==> config.mk <==
export PLATFORM = sky130hd
export DESIGN_NAME = salc_front
export DESIGN_NICKNAME = d
export VERILOG_FILES = /design/src/rtl/salc_pkg.sv /design/src/rtl/salc_front.sv
export SDC_FILE = /design/constraint.sdc
export NUM_CORES = 1
export LEC_CHECK = 0
export BUFFER_PORTS_ARGS = -buffer_cell sky130_fd_sc_hd__buf_2
export CAP_MARGIN = 15
export CORE_AREA = 2 2 178 180
export CTS_CLUSTER_DIAMETER = 120
export DETAILED_ROUTE_END_ITERATION = 10
export DIE_AREA = 0 0 180 182
export SLEW_MARGIN = 10
export SYNTH_ARGS = -nofsm -noshare
export SYNTH_HDL_FRONTEND = slang
export SYNTH_SLANG_ARGS = --single-unit
export TNS_END_PERCENT = 20
==> constraint.sdc <==
create_clock -name clock -period 4.6 [get_ports clock]
set_clock_uncertainty 0.1 [all_clocks]
set_input_delay 0.23 -clock clock [delete_from_list [all_inputs] [get_ports clock]]
set_output_delay 0.23 -clock clock [all_outputs]
set_load 0.02 [all_outputs]
==> src/rtl/salc_pkg.sv <==
package salc_pkg;

   localparam int unsigned ADDR_W  = 64;
   localparam int unsigned STAMP_W = 64;
   localparam int unsigned CNT_W   = 32;
   localparam int unsigned SETB_W  = 3;
   localparam int unsigned BLKB_W  = 6;
   localparam int unsigned WAYSU_W = 4;
   localparam int unsigned CSR_IDX_W = 2;
   localparam int unsigned CSR_DAT_W = 6;

   localparam logic [CNT_W-1:0] COUNT_MAX = '1;

   typedef enum logic [CSR_IDX_W-1:0] {
      CSR_SET_BITS   = 2'd0,
      CSR_BLOCK_BITS = 2'd1,
      CSR_WAYS_USED  = 2'd2
   } csr_idx_type;

   typedef enum logic [1:0] {
      OUT_HIT   = 2'd0,
      OUT_FILL  = 2'd1,
      OUT_EVICT = 2'd2
   } outcome_type;

   typedef enum logic [1:0] {
      ST_CLEAR,
      ST_IDLE,
      ST_READ,
      ST_WRITE
   } state_type;

   // Shift right that yields zero at 64 or more.
   function automatic logic [ADDR_W-1:0] shift_down(input logic [ADDR_W-1:0] v,
                                                   input logic [6:0] n);
      logic [ADDR_W-1:0] r;
      begin
         r = (n >= 7'd64) ? '0 : (v >> n[5:0]);
         return r;
      end
   endfunction

   function automatic logic [CNT_W-1:0] sat_inc(input logic [CNT_W-1:0] v);
      begin
         return (v == COUNT_MAX) ? v : v + 1'b1;
      end
   endfunction

endpackage

==> src/rtl/salc_front.sv <==
// Front end: accept an address, split it into set index and tag, queue it.
module salc_front #(
   parameter int unsigned MAX_SET_BITS = 6,
   parameter int unsigned SET_W = (MAX_SET_BITS > 0) ? MAX_SET_BITS : 1
) (
   input  logic                          clock,
   input  logic                          reset,
   input  logic                          req_valid,
   output logic                          req_ready,
   input  logic [salc_pkg::ADDR_W-1:0]   req_address,
   input  logic [salc_pkg::SETB_W-1:0]   set_bits,
   input  logic [salc_pkg::BLKB_W-1:0]   block_bits,
   output logic                          q_valid,
   input  logic                          q_ready,
   output logic [SET_W-1:0]              q_set,
   output logic [salc_pkg::ADDR_W-1:0]   q_tag
);

   localparam int unsigned DEPTH = 2;

   logic [1:0]                        cnt_ff, cnt_in;
   logic                              wptr_ff, wptr_in, rptr_ff, rptr_in;
   logic [SET_W-1:0]                  set_ff [DEPTH];
   logic [salc_pkg::ADDR_W-1:0]       tag_ff [DEPTH];
   logic [2:0]                        sb;
   logic [salc_pkg::ADDR_W-1:0]       shifted;
   logic [salc_pkg::ADDR_W-1:0]       idx_mask;
   logic [SET_W-1:0]                  set_idx;
   logic [salc_pkg::ADDR_W-1:0]       tag;
   logic                              push, pop;

   // Clamp set bits and split the address
   always_comb begin
      sb = (32'(set_bits) > MAX_SET_BITS) ? 3'(MAX_SET_BITS) : set_bits;
      shifted  = salc_pkg::shift_down(req_address, {1'b0, block_bits});
      idx_mask = (64'd1 << sb) - 64'd1;
      set_idx  = SET_W'(shifted & idx_mask);
      tag      = salc_pkg::shift_down(req_address, 7'(sb) + 7'(block_bits));
   end

   assign req_ready = (cnt_ff != 2'(DEPTH));
   assign push = req_valid && req_ready;
   assign q_valid = (cnt_ff != 2'd0);
   assign pop = q_valid && q_ready;
   assign q_set = set_ff[rptr_ff];
   assign q_tag = tag_ff[rptr_ff];

   always_comb begin
      cnt_in  = cnt_ff + 2'(push) - 2'(pop);
      wptr_in = wptr_ff ^ push;
      rptr_in = rptr_ff ^ pop;
   end

   // Advance queue pointers
   always_ff @(posedge clock) begin
      if (reset) begin
         cnt_ff  <= '0;
         wptr_ff <= 1'b0;
         rptr_ff <= 1'b0;
      end else begin
         cnt_ff  <= cnt_in;
         wptr_ff <= wptr_in;
         rptr_ff <= rptr_in;
      end
   end

   // Hold queued payload
   always_ff @(posedge clock) begin
      if (push) begin
         set_ff[wptr_ff] <= set_idx;
         tag_ff[wptr_ff] <= tag;
      end
   end

endmodule

==> qor.txt <==
fin. max-slew vios -> 0
dpl hpwl -> 29900 µm
Distinct cells, synth -> 70
final wirelength -> 39800 µm
initial antenna violation count -> 1
Max Clk Rate -> 0.274 GHz
met2 wire length -> 18500 µm
Nets -> 1266
register area share after synthesis -> 35.0%
yosys warns -> 0
Slew @ Worst Pin -> 1040 ps
Synth area leaders -> edfxtp_1 (34%), mux2_2 (13%), mux4_2 (12%)
RSZ-0062 raised after global routing -> false
CP max stage delay -> 780 ps
total negative slack -> 0 ps
hold crit path type -> primary input to register
Main synth FF type -> edfxtp_1
Routed Antenna Nets -> 0
Skew-Pair Late Insertion Delay -> 410 ps
Initial Util -> 39.5%
max-cap violations -> 0
post-layout util -> 44.8%
# Post-CTS Setup Buffers -> 0
Slew headroom -> 30.9%
total power draw -> 6180 µW
fin crit period -> 3650 ps
CP max-delay cell -> fa_2
grt ovf -> 0
Clock Tree Buf Depth -> 2
fraction of layout instances using a drive strength above 1 -> 36.9%
Cell Area, Synth -> 12200 µm²
worst-path maximum fanout -> 39
row cnt -> 65
DR WL/cell -> 25.0 µm
# port buffers -> 148
CTS Sinks -> 144
DIE AREA -> 32800 µm²
share of the synthesized area in the top cell type -> 34.4%
total track usage -> 24.0%
NetSw -> 2410 µW
die width -> 180 µm
Clock Root Buffer -> clkbuf_16
WP buf/inv -> 2
Clock power frac -> 23.7%
Yosys top cell by area -> edfxtp_1
Final Cell Area -> 13900 µm²
PD cells -> 445 nW/µm²
vias in the first global route -> 9571
Worst path top cell family by delay -> multiplexers
CTS tree -> done
Post-synth EDFFs -> 140
H-tree Lvls -> 4
status -> finished, final reports clean
cell count after synthesis -> 1080
diodes inserted -> 0
Final Wtd Congestion -> 0.981
vias post-DR -> 9964
Seq pwr share -> 30.3%
clock-pin slew on the worst setup and hold paths -> 70 ps
area added between synthesis and finish -> 13.4%
R2R depth -> 4
final hold violation count -> 0
Die Y -> 182 µm
Max Used Layer -> met5
routed length on met3 -> 3150 µm
final worst path period share -> 79.3%
Pleak -> 0.00531 µW
#FFs+latches synth -> 144
Mapped Avg Cell Area -> 11.3 µm²
internal cell power -> 3770 µW
CTS Hold Bufs -> 1
Critical Path Stages -> 11
slack of the critical path -> 953 ps
PostCTS Resize Cnt -> 0
FFs w/ async S/R, synth -> 0%
pre-CTS setup slack -> 576 ps
CP cell instances -> buf_2 > nand2_1 > and2_1 > ha_1 > fa_2 > buf_12 > mux2_2 > mux4_2 > mux2i_1 > o22ai_1 > a211o_1
largest net degree at the start of global routing -> 71
crit start category -> primary input
Post-Syn Nets -> 1165
placed instance area -> 13200 µm²
VDD IR-drop max -> 0.289 mV
most frequent cells in the layout -> buf_2 (148), mux2_2 (145), mux2i_1 (141)
Core Box Area -> 31000 µm²
Worst Path Arrival -> 3710 ps
most common cell after layout, fill and taps aside -> buf_2
Setup violations, final -> 0
switch share -> 39.0%
CP Class -> primary input to register
Num CTS Buffers -> 17
combinational power share -> 46.0%
hold path depth -> 4
vias per cell -> 6.24
DRC viols -> 0
metal1 wirelength -> 17200 µm
CP endpoint kind -> register
CP required -> 4660 ps
First-pass DRT Iterations -> 6
global-route wire length before repair -> 60100 µm
# IOs -> 149
drt initial violations -> 1089
stage by stage:
stage	instances	hold WS (ps)
6_report	1596	132
3_3_place_gp	1563	349
5_1_grt	1596	165
4_1_cts	1596	112
3_5_place_dp	1563	353
2_1_floorplan	1080	197
kinds of logic after synthesis:
| group | count (synthesis) | share of synthesized area [%] |
|---|---|---|
| xor+xnor | 7 | 0.501 |
| mux | 359 | 37.8 |
| flops | 144 | 35.0 |
| buf+inv | 110 | 4.94 |
| fa+ha+maj | 8 | 0.879 |
| compound gates | 199 | 11.4 |
| simple gates | 253 | 9.54 |
path summary, 6_finish.rpt:
path / from / endpoint / slack [ps]
setup / recovery: set_bits[1] / tag_ff[0][6]$_DFFE_PP_ / 950
hold / removal: q_ready / rptr_ff$_SDFF_PP0_ / 130
setup reg to reg: cnt_ff[0]$_SDFF_PP0_ / tag_ff[1][7]$_DFFE_PP_ / 2530
hold reg to reg: cnt_ff[0]$_SDFF_PP0_ / cnt_ff[0]$_SDFF_PP0_ / 510
power groups by stage:
stage	logic, µW	clock network [µW]	registers, µW
6_report	2840	1470	1870
5_1_grt	3020	1550	1900
4_1_cts	2830	1490	1870
3_5_place_dp	2810	0	1900
3_3_place_gp	2820	0	1890
2_1_floorplan	1980	0	1860
final cells by class:
class,count,area [µm²]
clock buffer,17,425
clock inverter,15,209
fill,2873,17100
inverter,17,63.8
multi-input combinational,826,7400
sequential,144,4290
tap,402,503
timing repair buffer,175,996
routing by layer:
layer | global-route usage (%) | vias to the layer above
li1 | - | 4422
met5 | 0 | -
met1 | 33.2 | 4965
met2 | 38.6 | 515
met3 | 4.51 | 60
met4 | 6.63 | 2
tightest hold or removal path, stage by stage:
cell     delay, ps
buf_2           80
and2_1         150
xnor2_1         70
nor2_1          70
cell usage after synthesis, types with 5 or more instances:
master / instances
a21oi_1: 37
o22ai_1: 14
mux2_2: 145
nand3_1: 15
mux4_2: 66
buf_6: 13
and2_1: 24
inv_1: 16
buf_4: 12
mux2i_1: 141
a211o_1: 5
mux2_1: 6
a22oi_1: 18
nor2_1: 68
o211ai_1: 14
a211oi_1: 18
xnor2_1: 5
ha_1: 7
o21ai_1: 14
nand2b_1: 10
o21ai_0: 22
o32ai_1: 7
nand2_1: 91
nor2b_1: 9
clkbuf_1: 26
edfxtp_1: 140
buf_2: 39
o221ai_1: 10
nor3_1: 15
flip-flops by register name, indices dropped and copies added, names as in the netlist:
signal   count
cnt_ff       2
set_ff      12
tag_ff     128
rptr_ff      1
wptr_ff      1
Power figures use the tool's default switching activity.
